File: src/hdl/pfc_pkg.sv
package pfc_pkg;

    // format codes
    localparam logic [2:0] FMT_GRAY8   = 3'd0;
    localparam logic [2:0] FMT_GRAY16  = 3'd1;
    localparam logic [2:0] FMT_SGRAY16 = 3'd2;
    localparam logic [2:0] FMT_RGB24   = 3'd3;
    localparam logic [2:0] FMT_RGBA32  = 3'd4;
    localparam logic [2:0] FMT_BGRA32  = 3'd5;
    localparam logic [2:0] FMT_RGB48   = 3'd6;

    // configuration register indexes
    localparam logic [0:0] CFG_SOURCE_FORMAT = 1'b0;
    localparam logic [0:0] CFG_TARGET_FORMAT = 1'b1;

    // bt.709 luma weights, sum scaled by 10000
    localparam logic [11:0] LUMA_WR = 12'd2126;
    localparam logic [12:0] LUMA_WG = 13'd7152;
    localparam logic [9:0]  LUMA_WB = 10'd722;

    // reciprocal of 10000: ceil(2^40 / 10000), exact for sums up to 255 * 10000
    localparam int          RECIP_SHIFT = 40;
    localparam logic [26:0] RECIP_10000 = 27'd109951163;

    localparam logic [7:0]  ALPHA_OPAQUE = 8'd255;
    localparam logic [15:0] SAT_U8       = 16'd255;
    localparam logic [15:0] SAT_S16      = 16'd32767;

    // conversion operation picked from the format pair
    typedef enum logic [4:0] {
        OP_BAD,
        OP_BYTE0,       // o0 = b0
        OP_WORD0,       // o0 = w0
        OP_RGB,         // b0 b1 b2
        OP_RGBA,        // b0 b1 b2 b3
        OP_COPY48,      // w0, high bytes of w1 w2
        OP_HIGH48,      // high bytes of w0 w1 w2
        OP_U16_TO_U8,   // saturate to 255
        OP_U16_TO_S16,  // saturate to 32767
        OP_S16_TO_U8,   // clamp signed to 0..255
        OP_S16_TO_U16,  // clamp signed to 0..32767
        OP_LUMA,
        OP_SWAP_RGB,    // b2 b1 b0
        OP_RGB_FILL_A,  // b0 b1 b2 255
        OP_SWAP_FILL_A, // b2 b1 b0 255
        OP_GRAY_REP,    // b0 b0 b0
        OP_GRAY_REP_A,  // b0 b0 b0 255
        OP_U16_REP_A,   // sat255 x3, 255
        OP_S16_REP_A    // clamp255 x3, 255
    } t_op;

    typedef struct packed {
        logic [15:0] chan0;
        logic [7:0]  chan1;
        logic [7:0]  chan2;
        logic [7:0]  chan3;
        logic        bad;
    } t_pix;

    // after decode and weight multiply
    typedef struct packed {
        t_op         op;
        logic [15:0] w0;
        logic [15:0] w1;
        logic [15:0] w2;
        logic [7:0]  a;
        logic [19:0] pr;
        logic [20:0] pg;
        logic [17:0] pb;
    } t_s1;

    // after channel routing and luma sum
    typedef struct packed {
        t_pix        pix;
        logic        luma;
        logic [21:0] sum;
    } t_s2;

    // after the reciprocal multiply
    typedef struct packed {
        t_pix       pix;
        logic       luma;
        logic [7:0] q;
    } t_s3;

    function automatic t_op f_decode(input logic [2:0] s, input logic [2:0] t);
        t_op op;
        op = OP_BAD;
        if (s == t) begin
            case (s)
                FMT_GRAY8:   op = OP_BYTE0;
                FMT_GRAY16:  op = OP_WORD0;
                FMT_SGRAY16: op = OP_WORD0;
                FMT_RGB24:   op = OP_RGB;
                FMT_RGBA32:  op = OP_RGBA;
                FMT_BGRA32:  op = OP_RGBA;
                FMT_RGB48:   op = OP_COPY48;
                default:     op = OP_BAD;
            endcase
        end else if (s == FMT_GRAY8 && (t == FMT_GRAY16 || t == FMT_SGRAY16)) begin
            op = OP_BYTE0;
        end else if (s == FMT_GRAY16 && t == FMT_GRAY8) begin
            op = OP_U16_TO_U8;
        end else if (s == FMT_GRAY16 && t == FMT_SGRAY16) begin
            op = OP_U16_TO_S16;
        end else if (s == FMT_SGRAY16 && t == FMT_GRAY8) begin
            op = OP_S16_TO_U8;
        end else if (s == FMT_SGRAY16 && t == FMT_GRAY16) begin
            op = OP_S16_TO_U16;
        end else if (s == FMT_RGB24 &&
                     (t == FMT_GRAY8 || t == FMT_GRAY16 || t == FMT_SGRAY16)) begin
            op = OP_LUMA;
        end else if (s == FMT_RGBA32 && t == FMT_GRAY8) begin
            op = OP_LUMA;
        end else if (s == FMT_RGBA32 && t == FMT_RGB24) begin
            op = OP_RGB;
        end else if (s == FMT_BGRA32 && t == FMT_RGB24) begin
            op = OP_SWAP_RGB;
        end else if (s == FMT_RGB24 && t == FMT_RGBA32) begin
            op = OP_RGB_FILL_A;
        end else if (s == FMT_GRAY8 && t == FMT_RGB24) begin
            op = OP_GRAY_REP;
        end else if (s == FMT_GRAY8 && t == FMT_RGBA32) begin
            op = OP_GRAY_REP_A;
        end else if (s == FMT_GRAY16 && t == FMT_BGRA32) begin
            op = OP_U16_REP_A;
        end else if (s == FMT_SGRAY16 && t == FMT_BGRA32) begin
            op = OP_S16_REP_A;
        end else if (s == FMT_RGB24 && t == FMT_BGRA32) begin
            op = OP_SWAP_FILL_A;
        end else if (s == FMT_RGB48 && t == FMT_RGB24) begin
            op = OP_HIGH48;
        end
        return op;
    endfunction

endpackage

File: src/hdl/pfc_decode.sv
module pfc_decode (
    input  logic          i_clk,
    input  logic          i_rst_n,
    input  logic [2:0]    i_src_fmt,
    input  logic [2:0]    i_tgt_fmt,
    input  logic          i_valid,
    output logic          o_ready,
    input  logic [15:0]   i_chan0,
    input  logic [15:0]   i_chan1,
    input  logic [15:0]   i_chan2,
    input  logic [7:0]    i_chan3,
    output logic          o_valid,
    input  logic          i_ready,
    output pfc_pkg::t_s1  o_data
);
    import pfc_pkg::*;

    logic r_valid;
    t_s1  r_data;
    t_s1  n_data;

    assign o_ready = !r_valid || i_ready;

    // pick the operation and start the luma weights
    always_comb begin
        n_data.op = f_decode(i_src_fmt, i_tgt_fmt);
        n_data.w0 = i_chan0;
        n_data.w1 = i_chan1;
        n_data.w2 = i_chan2;
        n_data.a  = i_chan3;
        n_data.pr = 20'(i_chan0[7:0]) * 20'(LUMA_WR);
        n_data.pg = 21'(i_chan1[7:0]) * 21'(LUMA_WG);
        n_data.pb = 18'(i_chan2[7:0]) * 18'(LUMA_WB);
    end

    always_ff @(posedge i_clk) begin
        if (!i_rst_n) begin
            r_valid <= 1'b0;
        end else if (o_ready) begin
            r_valid <= i_valid;
        end
    end

    always_ff @(posedge i_clk) begin
        if (o_ready && i_valid) begin
            r_data <= n_data;
        end
    end

    assign o_valid = r_valid;
    assign o_data  = r_data;

endmodule

File: src/hdl/pfc_route.sv
module pfc_route (
    input  logic          i_clk,
    input  logic          i_rst_n,
    input  logic          i_valid,
    output logic          o_ready,
    input  pfc_pkg::t_s1  i_data,
    output logic          o_valid,
    input  logic          i_ready,
    output pfc_pkg::t_s2  o_data
);
    import pfc_pkg::*;

    logic        r_valid;
    t_s2         r_data;
    t_s2         n_data;
    logic [7:0]  b0, b1, b2;
    logic [15:0] u16_sat8;
    logic [15:0] s16_sat8;
    logic [15:0] u16_sat15;
    logic [15:0] s16_sat15;

    assign o_ready = !r_valid || i_ready;

    assign b0 = i_data.w0[7:0];
    assign b1 = i_data.w1[7:0];
    assign b2 = i_data.w2[7:0];

    // gray saturation and signed clamps
    assign u16_sat8  = (i_data.w0 > SAT_U8) ? SAT_U8 : i_data.w0;
    assign s16_sat8  = i_data.w0[15] ? 16'd0 : u16_sat8;
    assign u16_sat15 = i_data.w0[15] ? SAT_S16 : i_data.w0;
    assign s16_sat15 = i_data.w0[15] ? 16'd0 : i_data.w0;

    // channel routing and luma sum
    always_comb begin
        n_data.pix.chan0 = 16'd0;
        n_data.pix.chan1 = 8'd0;
        n_data.pix.chan2 = 8'd0;
        n_data.pix.chan3 = 8'd0;
        n_data.pix.bad   = 1'b0;
        n_data.luma      = 1'b0;
        n_data.sum       = 22'(i_data.pr) + 22'(i_data.pg) + 22'(i_data.pb);
        case (i_data.op)
            OP_BYTE0: begin
                n_data.pix.chan0 = {8'd0, b0};
            end
            OP_WORD0: begin
                n_data.pix.chan0 = i_data.w0;
            end
            OP_RGB: begin
                n_data.pix.chan0 = {8'd0, b0};
                n_data.pix.chan1 = b1;
                n_data.pix.chan2 = b2;
            end
            OP_RGBA: begin
                n_data.pix.chan0 = {8'd0, b0};
                n_data.pix.chan1 = b1;
                n_data.pix.chan2 = b2;
                n_data.pix.chan3 = i_data.a;
            end
            OP_COPY48: begin
                n_data.pix.chan0 = i_data.w0;
                n_data.pix.chan1 = i_data.w1[15:8];
                n_data.pix.chan2 = i_data.w2[15:8];
            end
            OP_HIGH48: begin
                n_data.pix.chan0 = {8'd0, i_data.w0[15:8]};
                n_data.pix.chan1 = i_data.w1[15:8];
                n_data.pix.chan2 = i_data.w2[15:8];
            end
            OP_U16_TO_U8: begin
                n_data.pix.chan0 = u16_sat8;
            end
            OP_U16_TO_S16: begin
                n_data.pix.chan0 = u16_sat15;
            end
            OP_S16_TO_U8: begin
                n_data.pix.chan0 = s16_sat8;
            end
            OP_S16_TO_U16: begin
                n_data.pix.chan0 = s16_sat15;
            end
            OP_LUMA: begin
                n_data.luma = 1'b1;
            end
            OP_SWAP_RGB: begin
                n_data.pix.chan0 = {8'd0, b2};
                n_data.pix.chan1 = b1;
                n_data.pix.chan2 = b0;
            end
            OP_RGB_FILL_A: begin
                n_data.pix.chan0 = {8'd0, b0};
                n_data.pix.chan1 = b1;
                n_data.pix.chan2 = b2;
                n_data.pix.chan3 = ALPHA_OPAQUE;
            end
            OP_SWAP_FILL_A: begin
                n_data.pix.chan0 = {8'd0, b2};
                n_data.pix.chan1 = b1;
                n_data.pix.chan2 = b0;
                n_data.pix.chan3 = ALPHA_OPAQUE;
            end
            OP_GRAY_REP: begin
                n_data.pix.chan0 = {8'd0, b0};
                n_data.pix.chan1 = b0;
                n_data.pix.chan2 = b0;
            end
            OP_GRAY_REP_A: begin
                n_data.pix.chan0 = {8'd0, b0};
                n_data.pix.chan1 = b0;
                n_data.pix.chan2 = b0;
                n_data.pix.chan3 = ALPHA_OPAQUE;
            end
            OP_U16_REP_A: begin
                n_data.pix.chan0 = u16_sat8;
                n_data.pix.chan1 = u16_sat8[7:0];
                n_data.pix.chan2 = u16_sat8[7:0];
                n_data.pix.chan3 = ALPHA_OPAQUE;
            end
            OP_S16_REP_A: begin
                n_data.pix.chan0 = s16_sat8;
                n_data.pix.chan1 = s16_sat8[7:0];
                n_data.pix.chan2 = s16_sat8[7:0];
                n_data.pix.chan3 = ALPHA_OPAQUE;
            end
            default: begin
                n_data.pix.bad = 1'b1;
            end
        endcase
    end

    always_ff @(posedge i_clk) begin
        if (!i_rst_n) begin
            r_valid <= 1'b0;
        end else if (o_ready) begin
            r_valid <= i_valid;
        end
    end

    always_ff @(posedge i_clk) begin
        if (o_ready && i_valid) begin
            r_data <= n_data;
        end
    end

    assign o_valid = r_valid;
    assign o_data  = r_data;

endmodule

File: src/hdl/pfc_scale.sv
module pfc_scale (
    input  logic          i_clk,
    input  logic          i_rst_n,
    input  logic          i_valid,
    output logic          o_ready,
    input  pfc_pkg::t_s2  i_data,
    output logic          o_valid,
    input  logic          i_ready,
    output pfc_pkg::t_s3  o_data
);
    import pfc_pkg::*;

    logic        r_valid;
    t_s3         r_data;
    logic [48:0] prod;

    assign o_ready = !r_valid || i_ready;

    // divide the weighted sum by 10000 through the reciprocal
    assign prod = 49'(i_data.sum) * 49'(RECIP_10000);

    always_ff @(posedge i_clk) begin
        if (!i_rst_n) begin
            r_valid <= 1'b0;
        end else if (o_ready) begin
            r_valid <= i_valid;
        end
    end

    always_ff @(posedge i_clk) begin
        if (o_ready && i_valid) begin
            r_data.pix  <= i_data.pix;
            r_data.luma <= i_data.luma;
            r_data.q    <= prod[RECIP_SHIFT +: 8];
        end
    end

    assign o_valid = r_valid;
    assign o_data  = r_data;

endmodule

File: src/hdl/pixel_format_converter_core.sv
// Pixel format converter: one pixel in per transfer, one pixel out, in the
// format pair set by the source_format and target_format registers (gray8,
// gray16, signed gray16, rgb24, rgba32, bgra32, rgb48). It takes a pixel every
// clock while the output is not stalled and passes four register stages in
// order: decode with the luma weight multiplies, channel routing with the luma
// sum, the reciprocal multiply that divides by 10000, and the output register.
// Each stage stalls only while it holds a pixel the next one cannot take.
// A pair with no conversion gives zero channels with unsupported set.
// Write the format registers only while no pixel is in flight.
module pixel_format_converter_core (
    input  logic        i_clk,
    input  logic        i_rst_n,
    input  logic        i_cfg_wr_en,
    input  logic [0:0]  i_cfg_index,
    input  logic [2:0]  i_cfg_data,
    input  logic        i_in_valid,
    output logic        o_in_ready,
    input  logic [15:0] i_in_chan0,
    input  logic [15:0] i_in_chan1,
    input  logic [15:0] i_in_chan2,
    input  logic [7:0]  i_in_chan3,
    output logic        o_out_valid,
    input  logic        i_out_ready,
    output logic [15:0] o_out_chan0,
    output logic [7:0]  o_out_chan1,
    output logic [7:0]  o_out_chan2,
    output logic [7:0]  o_out_chan3,
    output logic        o_unsupported
);
    import pfc_pkg::*;

    logic [2:0] r_src_fmt;
    logic [2:0] r_tgt_fmt;

    logic s1_valid, s1_ready;
    t_s1  s1_data;
    logic s2_valid, s2_ready;
    t_s2  s2_data;
    logic s3_valid, s3_ready;
    t_s3  s3_data;

    logic r_out_valid;
    t_pix r_out;
    t_pix n_out;

    // format registers
    always_ff @(posedge i_clk) begin
        if (!i_rst_n) begin
            r_src_fmt <= FMT_GRAY8;
            r_tgt_fmt <= FMT_GRAY8;
        end else if (i_cfg_wr_en) begin
            case (i_cfg_index)
                CFG_SOURCE_FORMAT: r_src_fmt <= i_cfg_data;
                CFG_TARGET_FORMAT: r_tgt_fmt <= i_cfg_data;
                default: begin
                end
            endcase
        end
    end

    pfc_decode u_decode (
        .i_clk     (i_clk),
        .i_rst_n   (i_rst_n),
        .i_src_fmt (r_src_fmt),
        .i_tgt_fmt (r_tgt_fmt),
        .i_valid   (i_in_valid),
        .o_ready   (o_in_ready),
        .i_chan0   (i_in_chan0),
        .i_chan1   (i_in_chan1),
        .i_chan2   (i_in_chan2),
        .i_chan3   (i_in_chan3),
        .o_valid   (s1_valid),
        .i_ready   (s1_ready),
        .o_data    (s1_data)
    );

    pfc_route u_route (
        .i_clk   (i_clk),
        .i_rst_n (i_rst_n),
        .i_valid (s1_valid),
        .o_ready (s1_ready),
        .i_data  (s1_data),
        .o_valid (s2_valid),
        .i_ready (s2_ready),
        .o_data  (s2_data)
    );

    pfc_scale u_scale (
        .i_clk   (i_clk),
        .i_rst_n (i_rst_n),
        .i_valid (s2_valid),
        .o_ready (s2_ready),
        .i_data  (s2_data),
        .o_valid (s3_valid),
        .i_ready (s3_ready),
        .o_data  (s3_data)
    );

    // output stage: merge the luma quotient into the routed pixel
    assign s3_ready = !r_out_valid || i_out_ready;

    always_comb begin
        n_out = s3_data.pix;
        if (s3_data.luma) begin
            n_out.chan0 = {8'd0, s3_data.q};
        end
    end

    always_ff @(posedge i_clk) begin
        if (!i_rst_n) begin
            r_out_valid <= 1'b0;
        end else if (s3_ready) begin
            r_out_valid <= s3_valid;
        end
    end

    always_ff @(posedge i_clk) begin
        if (s3_ready && s3_valid) begin
            r_out <= n_out;
        end
    end

    assign o_out_valid   = r_out_valid;
    assign o_out_chan0   = r_out.chan0;
    assign o_out_chan1   = r_out.chan1;
    assign o_out_chan2   = r_out.chan2;
    assign o_out_chan3   = r_out.chan3;
    assign o_unsupported = r_out.bad;

endmodule
File: config.mk
export PLATFORM = sky130hd
export DESIGN_NAME = pixel_format_converter_core
export DESIGN_NICKNAME = d
export VERILOG_FILES = /design/src/hdl/pfc_pkg.sv /design/src/hdl/pfc_decode.sv /design/src/hdl/pfc_route.sv /design/src/hdl/pfc_scale.sv /design/src/hdl/pixel_format_converter_core.sv
export SDC_FILE = /design/constraint.sdc
export NUM_CORES = 1
export LEC_CHECK = 0
export ABC_AREA = 1
export BUFFER_PORTS_ARGS = -buffer_cell sky130_fd_sc_hd__buf_2
export CAP_MARGIN = 25
export CORE_MARGIN = 2
export CORE_UTILIZATION = 55
export DETAILED_ROUTE_END_ITERATION = 12
export PLACE_DENSITY = 0.7
export SYNTH_ARGS = -nofsm -noshare
export SYNTH_HDL_FRONTEND = slang
export SYNTH_SLANG_ARGS = --single-unit
export TNS_END_PERCENT = 50
File: constraint.sdc
create_clock -name i_clk -period 15 [get_ports i_clk]
set_clock_uncertainty 0.2 [all_clocks]
set_input_delay 3.75 -clock i_clk [delete_from_list [all_inputs] [get_ports i_clk]]
set_output_delay 3.75 -clock i_clk [all_outputs]
set_load 0.01 [all_outputs]
==> results by stage, run 1 <==
Logic synthesis:
- Synthesis produced a netlist whose cell count is 2749.
- Summed over all instances, the cell type with the most area after synthesis is sky130_fd_sc_hd__edfxtp_1.
- The share of synthesized area in the top cell type comes to 29.8%.
- Dividing the synthesized area by the synthesized cell count gives 9.63 µm².
- The netlist uses 43 different library cells.
- When the netlist entered floorplanning its net count stood at 3478.
- The count of synthesis-stage warnings from yosys is 0.
- After synthesis, the cell types taking the most area are sky130_fd_sc_hd__edfxtp_1 (30%), sky130_fd_sc_hd__fa_1 (22%), sky130_fd_sc_hd__ha_1 (17%), sky130_fd_sc_hd__inv_1 (10%), sky130_fd_sc_hd__nand2_1 (7.2%).
- The sequential-to-total area share from yosys stat is 30.6%.
- In this run the cell area of the synthesized design comes to 26500 µm².
- After synthesis the netlist holds a flip-flop and latch count of 273.

CTS:
- The TritonCTS clock tree is yes.
- Clock-pin slew was measured on the worst setup and hold paths at 60 ps.
- Buffers added to address setup during post-CTS repair amount to 0.
- The later-pin clock latency in the skew report is 580 ps.
- The number of H-tree branching levels is 1.
- The clock root buffer master is sky130_fd_sc_hd__clkbuf_16.
- The number of clock sinks is 273.
- In this run, post-CTS repair resized a total of 0 instances.
- Counting along the longest clock path gives a buffer depth of 3.
- The number of buffers inserted during clock tree synthesis is 29.
- For this design, the CTS-stage hold fixing added 0 buffers.

Critical path:
- The maximum fanout encountered on the critical timing path is 3.
- The worst setup path is captured at an output port.
- The arrival time at the worst endpoint is 4990 ps.
- The worst setup path is of the in2out kind.
- The worst setup path is launched from an input port.
- The required time of the critical path is 11050 ps.
- The worst-case register-to-register setup slack is 8570 ps.

Job:
- The tool flagged a number of max-cap violations equal to 0.

Placement:
- The count of placed standard cells including taps is 3467.
- The routability-driven placement congestion ratio is 0.949.
- Summed over all nets, the half-perimeter wirelength after detailed placement is 55.4 mm.
- The placed cell area is 27800 µm².
- The count of port buffers added during placement is 107.

Drt:
- In this run the remaining antenna-violating nets after routing total 0.
- The detailed-routing iteration count for the pre-antenna-repair pass is 5.
- The uppermost metal layer occupied by signal nets is met4.
- For this block, the via count after detailed routing is 18509.
- Using the TritonRoute via totals, the vias-per-cell ratio works out to 5.25.
- The overall routed net length is 65.0 mm.
- The number of violations reported at the end of detailed-routing iteration 0 is 1222.
- The met1 layer wirelength in the final routing is 28.1 mm.
- The met3 layer wire length in the routed design is 2.72 mm.
- Detailed routing placed a total of 32.1 mm of wire on met2.
- In the final routed layout, each cell accounts on average for 18.5 µm.
- In the routed design, unresolved DRC markers number 0.

STA:
- The headroom to the max-slew limit is 40.8%.
- The hold violation count in the final report is 0.
- The minimum clock period after layout is 8940 ps.
- The max-slew violation total from the final report is 0.
- The final worst-path cycle share is 59.6%.
- Based on the critical path, the design can be clocked at up to 112 MHz.
- The final-layout setup total negative slack is 0 ps.
- For the pin with the worst max-slew slack, the measured transition is 885 ps.
- Setup repair after global routing left no endpoint under its margin.
- The number of failing setup endpoints in the final timing report is 0.

Finish:
- The layout-stage area growth over the synthesis result is 8.87%.
- The filler-free cell count of the finished design is 3523.
- The final design instance area without fill is 28800 µm².
- The net count of the finished layout is 3613.
- Cells with a size suffix above 1 make up 6.71% of the layout.

Floorplanning:
- The floorplan step set the die height to 223 µm.
- For this configuration, the core starts out at a cell density of 55.6%.
- The standard-cell row count is 80.
- In this run the count of I/O pins placed on the die edge is 108.
- After floorplanning, the core was sized to cover 47600 µm².
- The overall die area is 49900 µm².
- The width of the chip is 223 µm.

Global routing:
- The first global-routing pass estimated 104 mm of wire.
- Entering global routing, the biggest net connects 81 pins.
- The via count of the first global-routing pass is 19465.
- After global routing the overflow that remains totals 0.
- The total track usage is 27.2%.
- The number of antenna violations at the first check in global routing is 1.

Status:
- The flow ran to the end, and the final reports show no timing, DRC or antenna violations.

Worst hold path:
- The path class of the tightest hold or removal check is reg2reg.
state kept, by name, indices dropped and copies added, names as in the netlist:
signal            cells
o_out_chan0          16
o_out_chan1           8
o_out_chan2           8
o_out_chan3           8
o_out_valid           1
o_unsupported         1
r_src_fmt             3
r_tgt_fmt             3
u_decode.o_data     109
u_decode.o_valid      1
u_route.o_data       63
u_route.o_valid       1
u_scale.o_data       50
u_scale.o_valid       1
layer usage:
layer / vias up / track usage (%)
met1: 8937 / 36.1
met2: 546 / 47.6
li1: 8905 / -
met5: - / 0
met3: 121 / 2.79
met4: 0 / 7.94
per-stage QoR:
step | setup WS (ps) | hold WS (ps) | utilization [%]
finish | 6060 | 217 | 60.5
global route | 5930 | 221 | 60.5
CTS | 6080 | 219 | 60.4
detailed placement | 6100 | 205 | 58.4
global placement | 6080 | 200 | 58.3
floorplan | 5540 | 200 | -
cells in the final DEF (no fill, tap or decap), types with 3 or more instances in the layout:
cell,netlist,final
sky130_fd_sc_hd__a21oi_1,99,99
sky130_fd_sc_hd__inv_1,720,718
sky130_fd_sc_hd__edfxtp_1,263,263
sky130_fd_sc_hd__xor2_1,42,42
sky130_fd_sc_hd__nor3_1,21,21
sky130_fd_sc_hd__o2111ai_1,4,4
sky130_fd_sc_hd__clkinv_1,0,7
sky130_fd_sc_hd__xnor2_1,15,15
sky130_fd_sc_hd__nand4_1,43,43
sky130_fd_sc_hd__mux2_2,8,8
sky130_fd_sc_hd__o21ai_0,52,52
sky130_fd_sc_hd__fa_1,297,297
sky130_fd_sc_hd__clkinv_2,0,3
sky130_fd_sc_hd__nand2_2,6,6
sky130_fd_sc_hd__bufinv_16,0,5
sky130_fd_sc_hd__clkbuf_16,0,29
sky130_fd_sc_hd__o211ai_1,5,5
sky130_fd_sc_hd__nand3b_1,5,5
sky130_fd_sc_hd__clkinvlp_4,0,3
sky130_fd_sc_hd__nor2_1,146,144
sky130_fd_sc_hd__nand2_1,506,506
sky130_fd_sc_hd__or2_2,3,3
sky130_fd_sc_hd__inv_2,6,8
sky130_fd_sc_hd__nand3_1,93,93
sky130_fd_sc_hd__ha_1,367,367
sky130_fd_sc_hd__buf_2,2,107
sky130_fd_sc_hd__o21bai_1,7,7
sky130_fd_sc_hd__clkbuf_1,4,4
sky130_fd_sc_hd__dfxtp_1,10,10
synth_stat cells, drive strengths merged:
master,n
o21ai,53
edfxtp,263
nor4,1
nor3b,1
ha,367
o2111ai,4
a31oi,1
o21bai,7
nor2,148
inv,726
nor3,23
a21boi,1
or2,3
o21a,2
a21oi,100
o22ai,3
nand4,43
buf,4
dfxtp,10
clkbuf,4
mux2,8
nand3,96
nand3b,5
and2,1
nand2,512
a31o,2
xor2,42
xnor2,15
a21o,1
fa,297
o211ai,6
kinds of logic (layout without fill, tap and decap cells):
family	count (synthesis)	in the layout	synth area share, %
xor+xnor	57	57	1.89
compound gates	180	180	3.83
simple gates	833	833	13.1
fa+ha+maj	664	664	39.8
mux	8	8	0.340
flops	273	273	30.6
buf+inv	734	892	10.5
other cells	0	1	0
critical path: stages:
cell and delay (ps):
sky130_fd_sc_hd__buf_2 100, sky130_fd_sc_hd__nor2_1 210, sky130_fd_sc_hd__inv_1 100, sky130_fd_sc_hd__nor2_1 110, sky130_fd_sc_hd__inv_1 80, sky130_fd_sc_hd__nor2_1 110
sky130_fd_sc_hd__inv_1 70, sky130_fd_sc_hd__nor2_1 210, sky130_fd_sc_hd__inv_1 90, sky130_fd_sc_hd__buf_2 150
path summary, 6_finish.rpt:
check,cells past startpoint,from,end
setup / recovery,10,i_out_ready,o_in_ready
hold reg to reg,0,u_route.o_data[58],u_scale.o_data[44]
hold / removal,0,u_route.o_data[58],u_scale.o_data[44]
setup reg to reg,19,u_route.o_data[9],u_scale.o_data[1]
final cells by class:
class                      count  area [µm²]
inverter                     726        2730
sequential                   273        8100
fill                        4124       18800
tap                          615         769
clock buffer                  33         741
antenna                        1        2.50
multi-input combinational   1742       15600
timing repair buffer         112         618
clock inverter                21         251
Power of run 1 is left out: the tool's default activity adds up to more than one toggle a clock period on the data nets, which glitch-free logic cannot reach.
==> run 2: changes to the inputs <==
Settings changed: ABC_AREA 1 to 0, PLACE_DENSITY 0.7 to 0.73.
Clock period 15 ns to 7.52 ns, I/O delays scaled along.
==> results by stage, run 2 <==
Finish:
- The flip-flop count of the largest register, all copies and words added came to 109 (unchanged).
- In the layout the commonest cells are sky130_fd_sc_hd__inv_1 (511), sky130_fd_sc_hd__ha_1 (367), sky130_fd_sc_hd__fa_1 (297), sky130_fd_sc_hd__edfxtp_1 (263), sky130_fd_sc_hd__buf_2 (107).
- The share of post-route cells with drive strength above 1 is 8.27% (+1.6 points).
- The area of the multi-input gates is 14200 µm² (-8.8%).
- The final design instance area without fill came to 26500 µm² (-8.2%).
- The number of fill cells is 3538 (-14%).
- Leaving out fill and tap cells, the most frequent cell in the layout is sky130_fd_sc_hd__inv_1.
- The sequential cell area is 8100 µm² (unchanged).
- The layout-stage area growth over the synthesis result is 8.85% (about the same).
- The filler-free cell count of the finished design is 2794 (-21%).
- The net count reported at finish is 2911 (-19%).

Placement:
- The count of port buffers added during placement is 107 (unchanged).
- The routability-driven placement congestion ratio is 0.992 (+4.6%).
- The count of placed standard cells including taps is 2742 (-21%).
- The pre-CTS setup slack is 754 ps (-5350 ps).
- The total half-perimeter wirelength after legalization and detailed placement came to 46.4 mm (-16%).
- The placed cell area is 25600 µm² (-8.0%).

Logic synthesis:
- The area of the mapped netlist is 24300 µm² (-8.1%).
- The number of instances in the synthesized netlist is 2062 (-25%).
- The net count after synthesis is 2791 (-20%).
- The post-synthesis async set-or-reset flop share is 0% (unchanged).
- The most used flip-flop cell after synthesis is sky130_fd_sc_hd__edfxtp_1.
- Sorting the synthesized cells by how often they occur yields sky130_fd_sc_hd__inv_1 (511), sky130_fd_sc_hd__ha_1 (367), sky130_fd_sc_hd__fa_1 (297).
- The sequential-to-total area share from yosys stat is 33.3% (+2.7 points).
- In the post-synthesis netlist, the biggest area contributors are sky130_fd_sc_hd__edfxtp_1 (32%), sky130_fd_sc_hd__fa_1 (24%), sky130_fd_sc_hd__ha_1 (19%), sky130_fd_sc_hd__inv_1 (7.9%), sky130_fd_sc_hd__xnor2_1 (1.6%).
- The post-synthesis cell type with the largest combined area is sky130_fd_sc_hd__edfxtp_1.
- The post-synthesis cell type count is 72 (+67%).
- The count of flip-flops with a built-in enable after synthesis is 263 (unchanged).
- The number of synthesized register bits is 273 (unchanged).
- The count of synthesis-stage warnings from yosys is 0 (unchanged).
- The proportion of netlist area held by the largest area contributor is 32.5% (+2.6 points).
- Yosys instantiated no cell more often than sky130_fd_sc_hd__inv_1.
- The mean instance size in the synthesized netlist is 11.8 µm² (+22%).

CTS:
- The count of buffers added by post-CTS timing repair for setup was 0 (unchanged).
- The count of hold-fix buffers inserted at cts is 0 (unchanged).
- The number of H-tree branching levels is 1 (unchanged).
- The buffer levels on the longest clock path is 3 (unchanged).
- The TritonCTS clock tree is yes.
- The number of clock sinks is 273 (unchanged).
- The clock root buffer master is sky130_fd_sc_hd__clkbuf_16.
- The post-CTS resize count came to 0 (unchanged).
- The clock-pin slew of the registers on the worst-case setup and hold paths was 60 ps (about the same).
- The later-pin clock latency in the skew report is 560 ps (-20 ps).
- The number of buffers inserted during clock tree synthesis is 29 (unchanged).

Floorplanning:
- The floorplan die height came to 214 µm (-4.1%).
- The placeable core area is 43900 µm² (-7.8%).
- The I/O pin count is 108 (unchanged).
- The effective utilization at floorplan is 55.4% (-0.20 points).
- The width of the chip was 214 µm (-4.1%).
- The standard-cell row count came to 77 (-3.8%).
- The overall die area is 45900 µm² (-8.0%).

Critical path:
- The worst-case register-to-register setup slack was 660 ps (-7910 ps).
- The arrival time at the worst endpoint is 7000 ps (+2010 ps).
- The setup path with the least slack is of type reg2reg.
- The maximum fanout encountered on the critical timing path is 7 (+4).
- The required time of the critical path is 7650 ps (-3400 ps).
- STA classifies the critical path startpoint as a register.
- The capturing element type of the critical path is a register.

Job:
- The number of max-cap violations is 0 (unchanged).

STA:
- The actual slew at the worst max-slew pin is 1080 ps (+198 ps).
- The hold violation count in the final report is 0 (unchanged).
- The max-slew violation total from the final report was 0 (unchanged).
- Setup repair after global routing left no endpoint under its margin.
- The headroom to the max-slew limit was 27.2% (-14 points).
- The final worst-path cycle share is 91.3%.
- The minimum clock period after layout is 6860 ps.
- The least setup slack across all paths after layout came to 656 ps (-5410 ps).
- The hold slack is 214 ps (-2.56 ps).
- The number of failing setup endpoints in the final timing report came to 0 (unchanged).
- The top achievable clock speed is 146 MHz.

Drt:
- The detailed-routing iteration count for the pre-antenna-repair pass is 6 (+1).
- The total number of vias is 15064 (-19%).
- The number of DRC violations after detailed routing came to 0 (unchanged).
- The number of nets with antenna violations after routing came to 0 (unchanged).
- The detail-routed via count per cell is 5.39 (+2.6%).
- The overall routed net length is 54.8 mm (-16%).
- The routed length per instance is 19.6 µm (+6.2%).
- The number of violations reported at the end of detailed-routing iteration 0 is 1259 (+3.0%).

Status:
- The run finished with clean final reports.

Global routing:
- The wire length of the first global-routing pass was 87.1 mm (-16%).
- The total track usage is 24.5% (-2.7 points).
- The number of antenna violations at the first check in global routing is 1 (unchanged).
- The global-route congestion overflow total is 0 (unchanged).
- The via count of the first global-routing pass is 15955 (-18%).
- The maximum number of pins on one net before global-route repair was 73 (-9.9%).

Worst hold path:
- The tightest min-delay check is of the reg2reg type.
## run 2: changes by cell type after synthesis, moves of 30 or more
cell / change
sky130_fd_sc_hd__a21oi_1: -36
sky130_fd_sc_hd__inv_1: -209
sky130_fd_sc_hd__nand2_1: -450
sky130_fd_sc_hd__nand3_1: -73
sky130_fd_sc_hd__nand4_1: -36
sky130_fd_sc_hd__nor2_1: -71
sky130_fd_sc_hd__xnor2_1: +30
## run 2: layout make-up
| class | count | share of cell area (%) |
|---|---|---|
| multi-input combinational | 1251 | 53.8 |
| sequential | 273 | 30.6 |
| inverter | 512 | 7.26 |
| clock buffer | 35 | 2.83 |
| tap | 592 | 2.80 |
| timing repair buffer | 115 | 2.26 |
| clock inverter | 15 | 0.463 |
| antenna | 1 | 0.00945 |
## run 2: kinds of logic after synthesis
family          Yosys count  synth area share, %
compound gates          264                 7.36
xor+xnor                 59                 2.12
fa+ha+maj               664                 43.3
simple gates            253                 5.08
buf+inv                 538                 8.34
flops                   273                 33.3
mux                      11                0.494
## run 2: stage by stage
| step | TNS, ps | utilization [%] |
|---|---|---|
| after detailed placement | 0 | 58.3 |
| final | 0 | 60.3 |
| after CTS | 0 | 60.2 |
| after global routing | 0 | 60.3 |
| after floorplan | -2620 | - |
| after global placement | 0 | 58.3 |
## run 2: worst paths after layout
path / end / cells after the start / startpoint
max: u_scale.o_data[6] / 22 / u_route.o_data[11]
min: o_out_chan3[6] / 0 / u_scale.o_data[16]
max reg2reg: u_scale.o_data[6] / 22 / u_route.o_data[11]
min reg2reg: o_out_chan3[6] / 0 / u_scale.o_data[16]
## run 2: worst max-delay path, stage by stage, from the launching register on
cell and delay (ps):
sky130_fd_sc_hd__edfxtp_1 550, sky130_fd_sc_hd__inv_1 80, sky130_fd_sc_hd__ha_1 410, sky130_fd_sc_hd__inv_1 140, sky130_fd_sc_hd__fa_1 440, sky130_fd_sc_hd__fa_1 560, sky130_fd_sc_hd__inv_1 60, sky130_fd_sc_hd__fa_1 510
sky130_fd_sc_hd__inv_1 70, sky130_fd_sc_hd__fa_1 540, sky130_fd_sc_hd__inv_1 60, sky130_fd_sc_hd__fa_1 540, sky130_fd_sc_hd__inv_1 60, sky130_fd_sc_hd__fa_1 460, sky130_fd_sc_hd__ha_1 320, sky130_fd_sc_hd__a21oi_1 120
sky130_fd_sc_hd__o21ai_0 120, sky130_fd_sc_hd__a211oi_1 230, sky130_fd_sc_hd__o21a_1 180, sky130_fd_sc_hd__a211o_2 210, sky130_fd_sc_hd__a21oi_2 100, sky130_fd_sc_hd__or4_1 550, sky130_fd_sc_hd__o311ai_1 130
## run 2: routing by layer
metal | part of all wire [%] | track usage (%) | wire length, µm | up-vias
met5 | 0.029 | 0 | 16 | -
met4 | 2.2 | 5.21 | 1230 | 2
met3 | 5.2 | 2.87 | 2820 | 74
met2 | 49 | 42.0 | 26700 | 405
met1 | 44 | 34.0 | 24000 | 7531
li1 | - | - | - | 7052
Power of run 2 is left out for the same reason.
==> run 3: changes to the inputs <==
Clock period 7.52 ns to 5.88 ns, I/O delays scaled along.
==> results by stage, run 3 (synthesis results as in run 2) <==
Placement:
- The routability-driven placement congestion ratio is 0.993 (about the same).
- The total half-perimeter wirelength after legalization and detailed placement came to 47.5 mm (+2.4%).
- The count of port buffers added during placement is 107 (unchanged).

STA:
- The least setup slack across all paths after layout is -537 ps (-1190 ps).
- The number of failing setup endpoints in the final timing report is 8 (+8).
- The hold violation count in the final report came to 0 (unchanged).
- The actual slew at the worst max-slew pin is 1080 ps (-7.79 ps).
- The final worst-path cycle share was 109% (+18 points).
- The max-slew violation total from the final report is 0 (unchanged).
- Setup repair after global routing could not meet its margin everywhere.
- The minimum clock period after layout is 6420 ps (-447 ps).
- The top achievable clock speed was 156 MHz (+7.0%).
- The headroom to the max-slew limit was 27.7% (+0.52 points).
- The final-layout setup total negative slack was -3770 ps (-3770 ps).

Critical path:
- The required time of the critical path is 5990 ps (-1660 ps).
- The worst-case register-to-register setup slack is -540 ps (-1190 ps).
- The stage delay of the slowest cell on the critical path is 540 ps (-20 ps).
- The count of buffer and inverter cells on the critical path is 6 (unchanged).
- The startpoint identified for the worst register-to-register timing path is u_route.o_data[9].
- The cell type group with the largest total delay on the critical path is adder cells.
- The master of the slowest instance on the critical path is sky130_fd_sc_hd__fa_1.
- The critical path goes through fa_2 -> inv_2 -> fa_1 -> fa_1 -> inv_1 -> fa_1 -> inv_1 -> fa_1 -> inv_1 -> fa_1 -> inv_1 -> fa_1 -> inv_1 -> ha_4 -> nand3_4 -> nor4_4 -> a211oi_2 -> o21a_1 -> a211o_4 -> a21oi_4 -> o31ai_1 -> xnor2_1.
- The terminus of the critical flop-to-flop path is u_scale.o_data[7].
- The worst setup path is captured at a register.
- The maximum fanout encountered on the critical timing path is 4 (-3).
- The number of cells traversed by the worst register-to-register path is 22 (unchanged).
- The critical path's most frequent cell is sky130_fd_sc_hd__fa_1.
- The arrival time at the worst endpoint is 6530 ps (-470 ps).
- The launching element type of the critical path is a register.
- The path type of the worst setup path is reg2reg.

CTS:
- The later-pin clock latency in the skew report is 570 ps (about the same).
- The number of H-tree branching levels is 1 (unchanged).
- TritonCTS built the clock tree.
- The number of clock sinks is 273 (unchanged).
- The number of buffers inserted during clock tree synthesis is 28 (-3.4%).
- The buffer levels on the longest clock path is 3 (unchanged).
- The count of hold-fix buffers inserted at cts is 0 (unchanged).
- The clock root buffer master is sky130_fd_sc_hd__clkbuf_16.
- The clock-pin slew of the registers on the worst-case setup and hold paths is 60 ps (about the same).

Drt:
- The number of violations reported at the end of detailed-routing iteration 0 is 1079 (-14%).
- The number of nets with antenna violations after routing came to 0 (unchanged).
- The number of DRC violations after detailed routing is 0 (unchanged).
- The detail-routed via count per cell is 5.29 (-1.8%).
- The total number of vias is 15591 (+3.5%).
- The routed length per instance came to 19.0 µm (-2.9%).
- The overall routed net length is 56.1 mm (+2.4%).
- The detailed-routing iteration count for the pre-antenna-repair pass was 5 (-1).

Floorplanning:
- The floorplan die height came to 214 µm (unchanged).
- The standard-cell row count is 77 (unchanged).
- The overall die area is 45900 µm² (unchanged).
- The placeable core area is 43900 µm² (unchanged).
- The I/O pin count is 108 (unchanged).
- The width of the chip was 214 µm (unchanged).
- The effective utilization at floorplan is 55.4% (unchanged).

Finish:
- The share of the core filled with cells in the final layout is 63.5% (+3.2 points).
- The top cell types in the final layout, fill and taps aside, are sky130_fd_sc_hd__inv_1 (497), sky130_fd_sc_hd__ha_1 (355), sky130_fd_sc_hd__fa_1 (291), sky130_fd_sc_hd__edfxtp_1 (263), sky130_fd_sc_hd__buf_4 (149).
- The net count reported at finish came to 3060 (+5.1%).
- The most common cell after layout, fill and taps aside is sky130_fd_sc_hd__inv_1.
- The flip-flop count of the largest register, all copies and words added came to 109 (unchanged).
- Compared with the post-synthesis result, the final layout area differs by 14.7%.
- The share of post-route cells with drive strength above 1 is 15.9% (+7.6 points).

Global routing:
- The wire length of the first global-routing pass was 88.5 mm (+1.5%).
- The via count of the first global-routing pass came to 16400 (+2.8%).
- The global-route congestion overflow total came to 0 (unchanged).
- The number of antenna violations at the first check in global routing is 0 (-1).
- The maximum number of pins on one net before global-route repair came to 110 (+51%).
- The total track usage is 24.9% (+0.41 points).

Worst hold path:
- The hold-critical path depth is 0 (unchanged).
- The worst hold-check path type is reg2reg.
- The endpoint of the worst hold path is o_out_chan1[1].
- The worst min-delay path startpoint is u_scale.o_data[27].

Job:
- The number of max-cap violations is 0 (unchanged).

Status:
- The flow ran to the end, but the final reports show violations.
- The final reports fail on negative setup slack.
[run 3: final cells by class]
class	instances	area [µm²]
Sequential cell	273	8100
Antenna cell	1	2.50
Tap cell	592	741
Fill cell	3370	16000
Clock buffer	31	712
Timing Repair Buffer	265	1780
Clock inverter	21	223
Inverter	512	1920
Multi-Input combinational cell	1251	14400
[run 3: layer usage]
| layer | GRT usage, % | wire length (µm) | vias up | share of wire [%] |
|---|---|---|---|---|
| met4 | 6.55 | 1560 | 0 | 2.8 |
| li1 | - | - | 7364 | - |
| met2 | 42.9 | 27400 | 409 | 49 |
| met5 | 0 | 0 | - | 0 |
| met1 | 34.2 | 24500 | 7742 | 44 |
| met3 | 2.34 | 2670 | 76 | 4.8 |
[run 3: worst register-to-register path: stages (launching register included)]
cell and delay [ps]:
sky130_fd_sc_hd__edfxtp_1 430, sky130_fd_sc_hd__fa_2 430, sky130_fd_sc_hd__inv_2 70, sky130_fd_sc_hd__fa_1 440, sky130_fd_sc_hd__fa_1 540, sky130_fd_sc_hd__inv_1 60
sky130_fd_sc_hd__fa_1 510, sky130_fd_sc_hd__inv_1 60, sky130_fd_sc_hd__fa_1 520, sky130_fd_sc_hd__inv_1 50, sky130_fd_sc_hd__fa_1 480, sky130_fd_sc_hd__inv_1 50
sky130_fd_sc_hd__fa_1 500, sky130_fd_sc_hd__inv_1 70, sky130_fd_sc_hd__ha_4 280, sky130_fd_sc_hd__nand3_4 70, sky130_fd_sc_hd__nor4_4 320, sky130_fd_sc_hd__a211oi_2 120
sky130_fd_sc_hd__o21a_1 140, sky130_fd_sc_hd__a211o_4 380, sky130_fd_sc_hd__a21oi_4 200, sky130_fd_sc_hd__o31ai_1 120, sky130_fd_sc_hd__xnor2_1 150
[run 3: timing repair]
action | 4_1_cts | 5_1_grt
setup buffers | 12 | 1
hold endpoints to repair | 0 | 0
pin swaps | 8 | 3
setup endpoints to repair | 8 | 8
resized for setup | 32 | 17
gates cloned | 0 | 0
[run 3: metrics by stage]
step                      hold WS, ps  setup slack, ps  std cells  area (µm²)
after floorplan                   200            -1270       2062       24300
after global routing              222             -702       2945       27900
final                             214             -537       2946       27900
after global placement            201             -519       2878       26600
after detailed placement          205             -608       2879       26700
after CTS                         216             -536       2943       27800
[run 3: how the worst max path moves through the flow]
stage / startpoint / end / slack (ps) / cells past startpoint
after global placement: u_route.o_data[7] / u_scale.o_data[7] / -520 / 22
final: u_route.o_data[9] / u_scale.o_data[7] / -540 / 22
after detailed placement: u_route.o_data[7] / u_scale.o_data[6] / -610 / 22
after floorplan: i_out_ready / u_route.o_data[10] / -1270 / 3
after global routing: u_route.o_data[5] / u_scale.o_data[6] / -700 / 23
after CTS: u_route.o_data[6] / u_scale.o_data[6] / -540 / 21
Power of run 3 is left out for the same reason.
